**src/hdl/sha1_message_digest_core_defines.svh**
```systemverilog
// ----------------------------------------------------------------------------
// SHA-1 digest core assertion macros
// Concurrent assertion helpers, clocked on clk_i and disabled in reset.
// ----------------------------------------------------------------------------
`ifndef SHA1_MESSAGE_DIGEST_CORE_DEFINES_SVH
`define SHA1_MESSAGE_DIGEST_CORE_DEFINES_SVH

`ifndef SYNTHESIS
`define SHA1MD_ASSERT(lbl, prop) \
  lbl: assert property (@(posedge clk_i) disable iff (!rst_ni) prop) \
    else $error("sha1md assertion failed");
`define SHA1MD_ASSERT_NEVER(lbl, cond) \
  lbl: assert property (@(posedge clk_i) disable iff (!rst_ni) !(cond)) \
    else $error("sha1md forbidden condition");
`else
`define SHA1MD_ASSERT(lbl, prop)
`define SHA1MD_ASSERT_NEVER(lbl, cond)
`endif

`endif

```
**src/hdl/sha1md_pkg.sv**
```systemverilog
// ----------------------------------------------------------------------------
// SHA-1 digest core package
// Shared types and constants for the front queue and the hash engine.
// ----------------------------------------------------------------------------
package sha1md_pkg;

  localparam int unsigned FIFO_AW    = 2;
  localparam int unsigned FIFO_DEPTH = 1 << FIFO_AW;

  localparam logic [4:0][31:0] H_INIT = {
    32'hc3d2e1f0, 32'h10325476, 32'h98badcfe, 32'hefcdab89, 32'h67452301
  };

  localparam logic [31:0] K0 = 32'h5a827999;
  localparam logic [31:0] K1 = 32'h6ed9eba1;
  localparam logic [31:0] K2 = 32'h8f1bbcdc;
  localparam logic [31:0] K3 = 32'hca62c1d6;

  localparam logic [7:0] PAD_BYTE = 8'h80;

  typedef struct packed {
    logic       last;
    logic       valid;
    logic [7:0] data;
  } item_t;

  typedef struct packed {
    logic  valid;
    item_t item;
  } head_t;

endpackage

```
**src/hdl/sha1md_front.sv**
```systemverilog
// ----------------------------------------------------------------------------
// SHA-1 front queue
// Accepts input items, drops items that carry neither a byte nor an end
// mark, and queues the rest for the engine.
// ----------------------------------------------------------------------------
`include "sha1_message_digest_core_defines.svh"

module sha1md_front (
  input  logic                clk_i,
  input  logic                rst_ni,
  input  logic                in_valid_i,
  output logic                in_ready_o,
  input  sha1md_pkg::item_t   in_item_i,
  output sha1md_pkg::head_t   head_o,
  input  logic                pop_i
);
  import sha1md_pkg::*;

  item_t              mem_q [FIFO_DEPTH];
  logic [FIFO_AW-1:0] wr_ptr_q, rd_ptr_q;
  logic [FIFO_AW:0]   count_q;
  logic               push, pop;

  assign in_ready_o = (count_q != (FIFO_AW+1)'(FIFO_DEPTH));
  assign push = in_valid_i && in_ready_o && (in_item_i.valid || in_item_i.last);
  assign pop  = pop_i && (count_q != '0);

  assign head_o.valid = (count_q != '0);
  assign head_o.item  = mem_q[rd_ptr_q];

  always_ff @(posedge clk_i) begin
    if (push) begin
      mem_q[wr_ptr_q] <= in_item_i;
    end
  end

  always_ff @(posedge clk_i or negedge rst_ni) begin
    if (!rst_ni) begin
      wr_ptr_q <= '0;
      rd_ptr_q <= '0;
      count_q  <= '0;
    end else begin
      if (push) begin
        wr_ptr_q <= wr_ptr_q + 1'b1;
      end
      if (pop) begin
        rd_ptr_q <= rd_ptr_q + 1'b1;
      end
      case ({push, pop})
        2'b10:   count_q <= count_q + 1'b1;
        2'b01:   count_q <= count_q - 1'b1;
        default: count_q <= count_q;
      endcase
    end
  end

  `SHA1MD_ASSERT(a_count_bound, count_q <= (FIFO_AW+1)'(FIFO_DEPTH))
  `SHA1MD_ASSERT_NEVER(a_pop_empty, pop_i && (count_q == '0))
  `SHA1MD_ASSERT_NEVER(a_push_full, push && (count_q == (FIFO_AW+1)'(FIFO_DEPTH)))

endmodule

```
**src/hdl/sha1md_engine.sv**
```systemverilog
// ----------------------------------------------------------------------------
// SHA-1 hash engine
// Packs bytes into the block shift register, pads at message end, runs one
// compression round per cycle and emits the five digest words.
// ----------------------------------------------------------------------------
`include "sha1_message_digest_core_defines.svh"

module sha1md_engine (
  input  logic              clk_i,
  input  logic              rst_ni,
  input  sha1md_pkg::head_t head_i,
  output logic              pop_o,
  output logic              out_valid_o,
  input  logic              out_ready_i,
  output logic [31:0]       out_word_o,
  output logic [2:0]        out_index_o,
  output logic              out_last_o
);
  import sha1md_pkg::*;

  typedef enum logic [4:0] {
    S_IDLE  = 5'b00001,
    S_PAD   = 5'b00010,
    S_ROUND = 5'b00100,
    S_ADD   = 5'b01000,
    S_OUT   = 5'b10000
  } eng_state_e;

  typedef enum logic [4:0] {
    PAD_IDLE = 5'b00001,
    PAD_MARK = 5'b00010,
    PAD_ZERO = 5'b00100,
    PAD_LEN  = 5'b01000,
    PAD_DONE = 5'b10000
  } pad_e;

  eng_state_e       state_q, state_d;
  pad_e             pad_q, pad_d;
  logic [5:0]       pos_q, pos_d;
  logic [63:0]      bits_q, bits_d;
  logic [6:0]       round_q, round_d;
  logic [511:0]     blk_q, blk_d;
  logic [4:0][31:0] h_q, h_d;
  logic [4:0][31:0] wk_q, wk_d;
  logic [2:0]       sel_q, sel_d;
  logic             out_valid_q, out_valid_d;
  logic [31:0]      out_word_q, out_word_d;
  logic [2:0]       out_index_q, out_index_d;

  logic             wr_en;
  logic [7:0]       wr_byte;
  logic [31:0]      a, b, c, d, e, f, k, w_cur, w_mix, temp;

  assign a     = wk_q[0];
  assign b     = wk_q[1];
  assign c     = wk_q[2];
  assign d     = wk_q[3];
  assign e     = wk_q[4];
  assign w_cur = blk_q[511:480];
  assign w_mix = blk_q[95:64] ^ blk_q[255:224] ^ blk_q[447:416] ^ blk_q[511:480];

  always_comb begin
    if (round_q inside {[7'd0:7'd19]}) begin
      f = (b & c) | (~b & d);
      k = K0;
    end else if (round_q inside {[7'd20:7'd39]}) begin
      f = b ^ c ^ d;
      k = K1;
    end else if (round_q inside {[7'd40:7'd59]}) begin
      f = (b & c) | (b & d) | (c & d);
      k = K2;
    end else begin
      f = b ^ c ^ d;
      k = K3;
    end
    temp = {a[26:0], a[31:27]} + f + e + k + w_cur;
  end

  always_comb begin
    state_d     = state_q;
    pad_d       = pad_q;
    pos_d       = pos_q;
    bits_d      = bits_q;
    round_d     = round_q;
    blk_d       = blk_q;
    h_d         = h_q;
    wk_d        = wk_q;
    sel_d       = sel_q;
    out_valid_d = out_valid_q;
    out_word_d  = out_word_q;
    out_index_d = out_index_q;
    pop_o       = 1'b0;
    wr_en       = 1'b0;
    wr_byte     = '0;

    if (out_valid_q && out_ready_i) begin
      out_valid_d = 1'b0;
    end

    case (state_q)
      S_IDLE: begin
        if (head_i.valid) begin
          pop_o = 1'b1;
          if (head_i.item.valid) begin
            wr_en   = 1'b1;
            wr_byte = head_i.item.data;
            bits_d  = bits_q + 64'd8;
          end
          if (head_i.item.last) begin
            pad_d   = PAD_MARK;
            state_d = S_PAD;
          end
        end
      end
      S_PAD: begin
        case (pad_q)
          PAD_MARK: begin
            wr_en   = 1'b1;
            wr_byte = PAD_BYTE;
            pad_d   = PAD_ZERO;
          end
          PAD_ZERO: begin
            if (pos_q == 6'd56) begin
              pad_d = PAD_LEN;
            end else begin
              wr_en = 1'b1;
            end
          end
          PAD_LEN: begin
            wr_en   = 1'b1;
            wr_byte = bits_q[63:56];
            bits_d  = {bits_q[55:0], 8'h00};
            if (pos_q == 6'd63) begin
              pad_d = PAD_DONE;
            end
          end
          default: state_d = S_IDLE;
        endcase
      end
      S_ROUND: begin
        wk_d[0] = temp;
        wk_d[1] = a;
        wk_d[2] = {b[1:0], b[31:2]};
        wk_d[3] = c;
        wk_d[4] = d;
        blk_d   = {blk_q[479:0], w_mix[30:0], w_mix[31]};
        round_d = round_q + 7'd1;
        if (round_q == 7'd79) begin
          state_d = S_ADD;
        end
      end
      S_ADD: begin
        for (int j = 0; j < 5; j++) begin
          h_d[j] = h_q[j] + wk_q[j];
        end
        if (pad_q == PAD_DONE) begin
          state_d = S_OUT;
          sel_d   = '0;
        end else if (pad_q == PAD_IDLE) begin
          state_d = S_IDLE;
        end else begin
          state_d = S_PAD;
        end
      end
      S_OUT: begin
        if (!out_valid_q || out_ready_i) begin
          out_valid_d = 1'b1;
          out_word_d  = h_q[sel_q];
          out_index_d = sel_q;
          sel_d       = sel_q + 3'd1;
          if (sel_q == 3'd4) begin
            h_d     = H_INIT;
            bits_d  = '0;
            pos_d   = '0;
            pad_d   = PAD_IDLE;
            state_d = S_IDLE;
          end
        end
      end
      default: state_d = S_IDLE;
    endcase

    if (wr_en) begin
      blk_d = {blk_q[503:0], wr_byte};
      pos_d = pos_q + 6'd1;
      if (pos_q == 6'd63) begin
        state_d = S_ROUND;
        round_d = '0;
        wk_d    = h_q;
      end
    end
  end

  always_ff @(posedge clk_i) begin
    blk_q <= blk_d;
    wk_q  <= wk_d;
    out_word_q  <= out_word_d;
    out_index_q <= out_index_d;
  end

  always_ff @(posedge clk_i or negedge rst_ni) begin
    if (!rst_ni) begin
      state_q     <= S_IDLE;
      pad_q       <= PAD_IDLE;
      pos_q       <= '0;
      bits_q      <= '0;
      round_q     <= '0;
      h_q         <= H_INIT;
      sel_q       <= '0;
      out_valid_q <= 1'b0;
    end else begin
      state_q     <= state_d;
      pad_q       <= pad_d;
      pos_q       <= pos_d;
      bits_q      <= bits_d;
      round_q     <= round_d;
      h_q         <= h_d;
      sel_q       <= sel_d;
      out_valid_q <= out_valid_d;
    end
  end

  assign out_valid_o = out_valid_q;
  assign out_word_o  = out_word_q;
  assign out_index_o = out_index_q;
  assign out_last_o  = (out_index_q == 3'd4);

  `SHA1MD_ASSERT(a_round_range, (state_q == S_ROUND) |-> (round_q < 7'd80))
  `SHA1MD_ASSERT(a_len_tail, (state_q == S_PAD && pad_q == PAD_LEN) |-> (pos_q[5:3] == 3'b111))
  `SHA1MD_ASSERT(a_done_to_out, (state_q == S_ADD && pad_q == PAD_DONE) |=> (state_q == S_OUT))
  `SHA1MD_ASSERT_NEVER(a_out_index, out_valid_q && (out_index_q > 3'd4))

endmodule

```
**src/hdl/sha1_message_digest_core.sv**
```systemverilog
// ----------------------------------------------------------------------------
// SHA-1 message digest core
// Byte stream in, five 32-bit digest words out per message.
// ----------------------------------------------------------------------------
// Each input item carries one message byte (tuser[0] set) and/or an end mark
// (tlast); an item with neither is accepted and ignored. A four-entry queue
// takes items while the engine is busy. The engine takes one byte per cycle
// while idle; every 64th byte starts 80 rounds at one round per cycle plus
// the chaining add, during which it takes no bytes. An end mark adds 9 to 72
// padding bytes, one or two compressions, then five words h0..h4 through a
// registered output, after which the core is ready for the next message.
module sha1_message_digest_core (
  input  logic        clk_i,
  input  logic        rst_ni,
  input  logic        s_axis_tvalid_i,
  output logic        s_axis_tready_o,
  input  logic [7:0]  s_axis_tdata_i,   // [7:0] data_byte
  input  logic [0:0]  s_axis_tuser_i,   // [0] byte_valid
  input  logic        s_axis_tlast_i,
  output logic        m_axis_tvalid_o,
  input  logic        m_axis_tready_i,
  output logic [31:0] m_axis_tdata_o,   // [31:0] digest_word
  output logic [2:0]  m_axis_tuser_o,   // [2:0] word_index
  output logic        m_axis_tlast_o
);
  import sha1md_pkg::*;

  item_t in_item;
  head_t head;
  logic  pop;

  assign in_item.last  = s_axis_tlast_i;
  assign in_item.valid = s_axis_tuser_i[0];
  assign in_item.data  = s_axis_tdata_i;

  sha1md_front u_front (
    .clk_i      (clk_i),
    .rst_ni     (rst_ni),
    .in_valid_i (s_axis_tvalid_i),
    .in_ready_o (s_axis_tready_o),
    .in_item_i  (in_item),
    .head_o     (head),
    .pop_i      (pop)
  );

  sha1md_engine u_engine (
    .clk_i       (clk_i),
    .rst_ni      (rst_ni),
    .head_i      (head),
    .pop_o       (pop),
    .out_valid_o (m_axis_tvalid_o),
    .out_ready_i (m_axis_tready_i),
    .out_word_o  (m_axis_tdata_o),
    .out_index_o (m_axis_tuser_o),
    .out_last_o  (m_axis_tlast_o)
  );

endmodule

```
**config.mk**
```make
export PLATFORM = sky130hd
export DESIGN_NAME = sha1_message_digest_core
export DESIGN_NICKNAME = d
export VERILOG_FILES = /design/src/hdl/sha1md_pkg.sv /design/src/hdl/sha1md_front.sv /design/src/hdl/sha1md_engine.sv /design/src/hdl/sha1_message_digest_core.sv
export VERILOG_INCLUDE_DIRS = /design/src /design/src/hdl
export SDC_FILE = /design/constraint.sdc
export NUM_CORES = 2
export LEC_CHECK = 0
export BUFFER_PORTS_ARGS = -buffer_cell sky130_fd_sc_hd__buf_4
export CORE_MARGIN = 2
export CORE_UTILIZATION = 50
export DETAILED_ROUTE_END_ITERATION = 16
export PLACE_DENSITY = 0.65
export SLEW_MARGIN = 20
export SYNTH_ARGS = -nofsm -noshare
export SYNTH_HDL_FRONTEND = slang
export SYNTH_SLANG_ARGS = --single-unit
```
**constraint.sdc**
```tcl
create_clock -name clk_i -period 15.7 [get_ports clk_i]
set_clock_uncertainty 0.05 [all_clocks]
set_input_delay 2.355 -clock clk_i [delete_from_list [all_inputs] [get_ports clk_i]]
set_output_delay 2.355 -clock clk_i [all_outputs]
set_load 0.005 [all_outputs]
```
==> run summary <==
global-route wire length before repair = 235000 um
Tcrit/Tclk final = 47.7%
Top FF cell, synth = sky130_fd_sc_hd__edfxtp_1
share of synthesized cell area in and, or, nand and nor gates = 19.4%
weighted congestion reported at the end of routability-driven placement = 0.936
Crit Path Class = reg2reg
Final setup violation count = 0
count of flip-flops with a built-in enable after synthesis = 587
number of global-route vias before repair = 41833
Hold WC Path Type = reg2reg
measured slew at the worst slew-check pin = 1160 ps
floorplan die height = 341 um
final hold viol count = 0
Power Density = 189 mW/mm2
router iterations before antenna repair = 7
Peak Freq = 0.134 GHz
minimum period implied by the final worst setup slack = 7480 ps
vias per std cell = 5.67
initial core utilization = 50.5%
final count of pins violating max slew = 0
All-Layer GR Usage = 25.3%
ys async rst share = 25.4%
clock root buffer = sky130_fd_sc_hd__clkbuf_16
reg-to-reg setup timing slack = 8220 ps
number of remaining DRC errors = 0
top post-synthesis cells by count = sky130_fd_sc_hd__nand2_1 (1923), sky130_fd_sc_hd__edfxtp_1 (587), sky130_fd_sc_hd__nor2_1 (467)
worst hold path depth = 2
TritonCTS buffer count = 110
Synth Warn # = 0
total standard cell area after synthesis = 0.0568 mm2
Gate Count Post-Synth = 6166
number of placement rows = 123
pin count of the biggest net entering global routing = 224
final core utilization = 55.0%
arrival time worst endpoint = 8000 ps
maxcap violations = 0
setup repair after global routing missed its margin = false
number of DRC markers after the initial detailed-route iteration = 4123
syn avg cell area = 9.21 um2
sequential cell area = 0.0273 mm2
leading cell type by number of instances after synthesis = sky130_fd_sc_hd__nand2_1
leakage power summed over all cells = 0.0265 uW
depth of the most critical reg-to-reg path = 30
proportion of synthesized area in mux cells = 1.85%
number of I/O port buffers = 51
clock-pin transition on the worst setup and hold timing paths = 60 ps
full die area = 0.116 mm2
area occupied by multi-input gates = 0.0273 mm2
fraction of post-synthesis cell area in the top cell type by area = 31.0%
Crit path required time = 16210 ps
via count = 43476
number of antenna violations at the first check in global routing = 0
clock tree from TritonCTS = built
fraction of the mapped netlist area in compound gates = 13.0%
post-cts sizing count = 0
IR Drop Worst-Case VDD = 224 uV
total negative setup slack = 0 ps
area share of xor/xnor cells in the synthesized design = 4.23%
area of the core region = 0.112 mm2
routed wire length = 149000 um
Crit Path Max Fanout = 34
count of buffers added by post-CTS timing repair for setup = 0
largest stage delay on the critical path = 660 ps
FF+latch count, synth = 1002
level count of the clock H-tree = 3
Final ANT Viol Nets = 0
detailed placement HPWL = 99200 um
post-synthesis sequential area ratio = 48.1%
Critical Path Slowest Stage Cell = sky130_fd_sc_hd__nor3_1
adder-cell area share of the yosys netlist = 9.54%
Slew headroom = 22.2%
instance count after placement with tap cells included = 7457
clock sink total = 1002
top-level port count = 52
Total Nets Final = 6441
average wire length per cell after detail routing = 19.5 um
ranking of synthesized cells by area = sky130_fd_sc_hd__edfxtp_1 (31%), sky130_fd_sc_hd__nand2_1 (13%), sky130_fd_sc_hd__dfrtp_1 (7.6%)
category of the worst setup path capture point = register
combinational family with the most area after synthesis = simple AND/OR/NAND/NOR gates
share of final-layout standard cells stronger than drive strength 1 = 7.08%
horizontal extent of the die = 341 um
syn nets = 6538
number of buffers inserted by hold repair at cts = 0
Filler Cells Inserted = 9940
area overhead of the layout relative to synthesis = 9.01%
count of distinct cell types in the synthesized netlist = 92
clock latency on the worst-skew pair = 730 ps
Max Root-Sink Buffers = 3
Critical Path Start Type = register
final std cells w/o fill = 7663
status = completed
cell accounting for the most synthesized area = sky130_fd_sc_hd__edfxtp_1
Crit path top cell by count = sky130_fd_sc_hd__inv_1
total overflow reported by the global router = 0
-- critical path: cells and delay by family (launching register included) --
family | cells | cell delay, ps
adders and majority gates | 6 | 2240
AOI/OAI and AO/OA | 10 | 1900
and+or+nand+nor | 6 | 1280
buffers and inverters | 7 | 1200
DFF | 1 | 430
xor gates and xnor gates | 1 | 180
-- worst paths after layout --
check / end / from
max: u_engine.a[31] / u_engine.round_q[0]
max in group asynchronous: u_engine.sel_q[1] / rst_ni
min in group asynchronous: u_engine.h_q[89] / rst_ni
min: u_engine.e[29] / u_engine.e[29]
max reg2reg: u_engine.a[31] / u_engine.round_q[0]
min reg2reg: u_engine.e[29] / u_engine.e[29]
-- state kept, by name, indices dropped and copies added, names as in the netlist, 6 cells and up --
register	flops
u_front.mem_q	40
u_engine.blk_q	512
u_engine.out_word_o	32
u_engine.bits_q	61
u_engine.pos_q	6
u_engine.h_q	160
u_engine.b	32
u_engine.e	32
u_engine.d	32
u_engine.round_q	7
u_engine.c	32
u_engine.a	32
-- layer usage --
| metal | share of wire [%] | wire, um | global-route usage [%] | vias up |
|---|---|---|---|---|
| met1 | 45 | 67600 | 36.0 | 21131 |
| li1 | - | - | - | 20876 |
| met5 | 0 | 0 | 0 | - |
| met3 | 5.3 | 7890 | 3.31 | 268 |
| met2 | 45 | 67700 | 39.5 | 1201 |
| met4 | 4.0 | 5890 | 10.1 | 0 |
-- final cells by class --
class / count / area share (%)
well taps: 1500 / 3.03
repair buffers: 95 / 1.25
flip-flops and latches: 1002 / 44.1
clock buffers: 150 / 5.01
inverters: 262 / 1.59
clock inverters: 55 / 0.823
multi-input cells: 4598 / 44.2
diodes: 1 / 0.00404
-- kinds of logic after synthesis --
group | after synthesis
xor gates and xnor gates | 274
DFF | 1002
and+or+nand+nor | 2719
AOI/OAI and AO/OA | 1195
buffers and inverters | 566
adders and majority gates | 358
muxes | 52
-- per-stage QoR --
| stage | instance area (um2) | total power, uW | setup WS, ps | hold WS (ps) |
|---|---|---|---|---|
| after floorplan | 56800 | 8300 | 1560 | 373 |
| after global placement | 58300 | 9010 | 8480 | 432 |
| final | 61900 | 11700 | 8220 | 450 |
| after detailed placement | 58300 | 9120 | 8360 | 438 |
| after global routing | 61900 | 12500 | 7690 | 476 |
| after CTS | 61900 | 11700 | 8290 | 449 |
-- power breakdown --
part           internal [uW]  leakage [uW]  switching [uW]  total, uW
logic                   1370        0.0151            2700       4070
clock network           1480       0.00178            1110       2600
registers               4330       0.00959             674       5000
total                   7190        0.0265            4480      11700
-- cells in the final DEF (no fill, tap or decap), drive strengths merged, types with 24 or more instances in the layout --
cell       n
a21o      82
a21oi    338
a22oi     29
a31oi    159
and3      28
buf       95
clkbuf   150
clkinv    47
dfrtp    173
dfstp     82
dfxtp    160
edfxtp   587
fa       125
ha       233
inv      262
mux4      42
nand2   1924
nand2b    28
nand3     55
nand4     27
nor2     469
nor2b     54
nor3      58
nor4      24
o21a      33
o21ai    340
o21bai    26
xnor2    198
xor2      76
No activity file was read; power rests on OpenSTA's default activity.
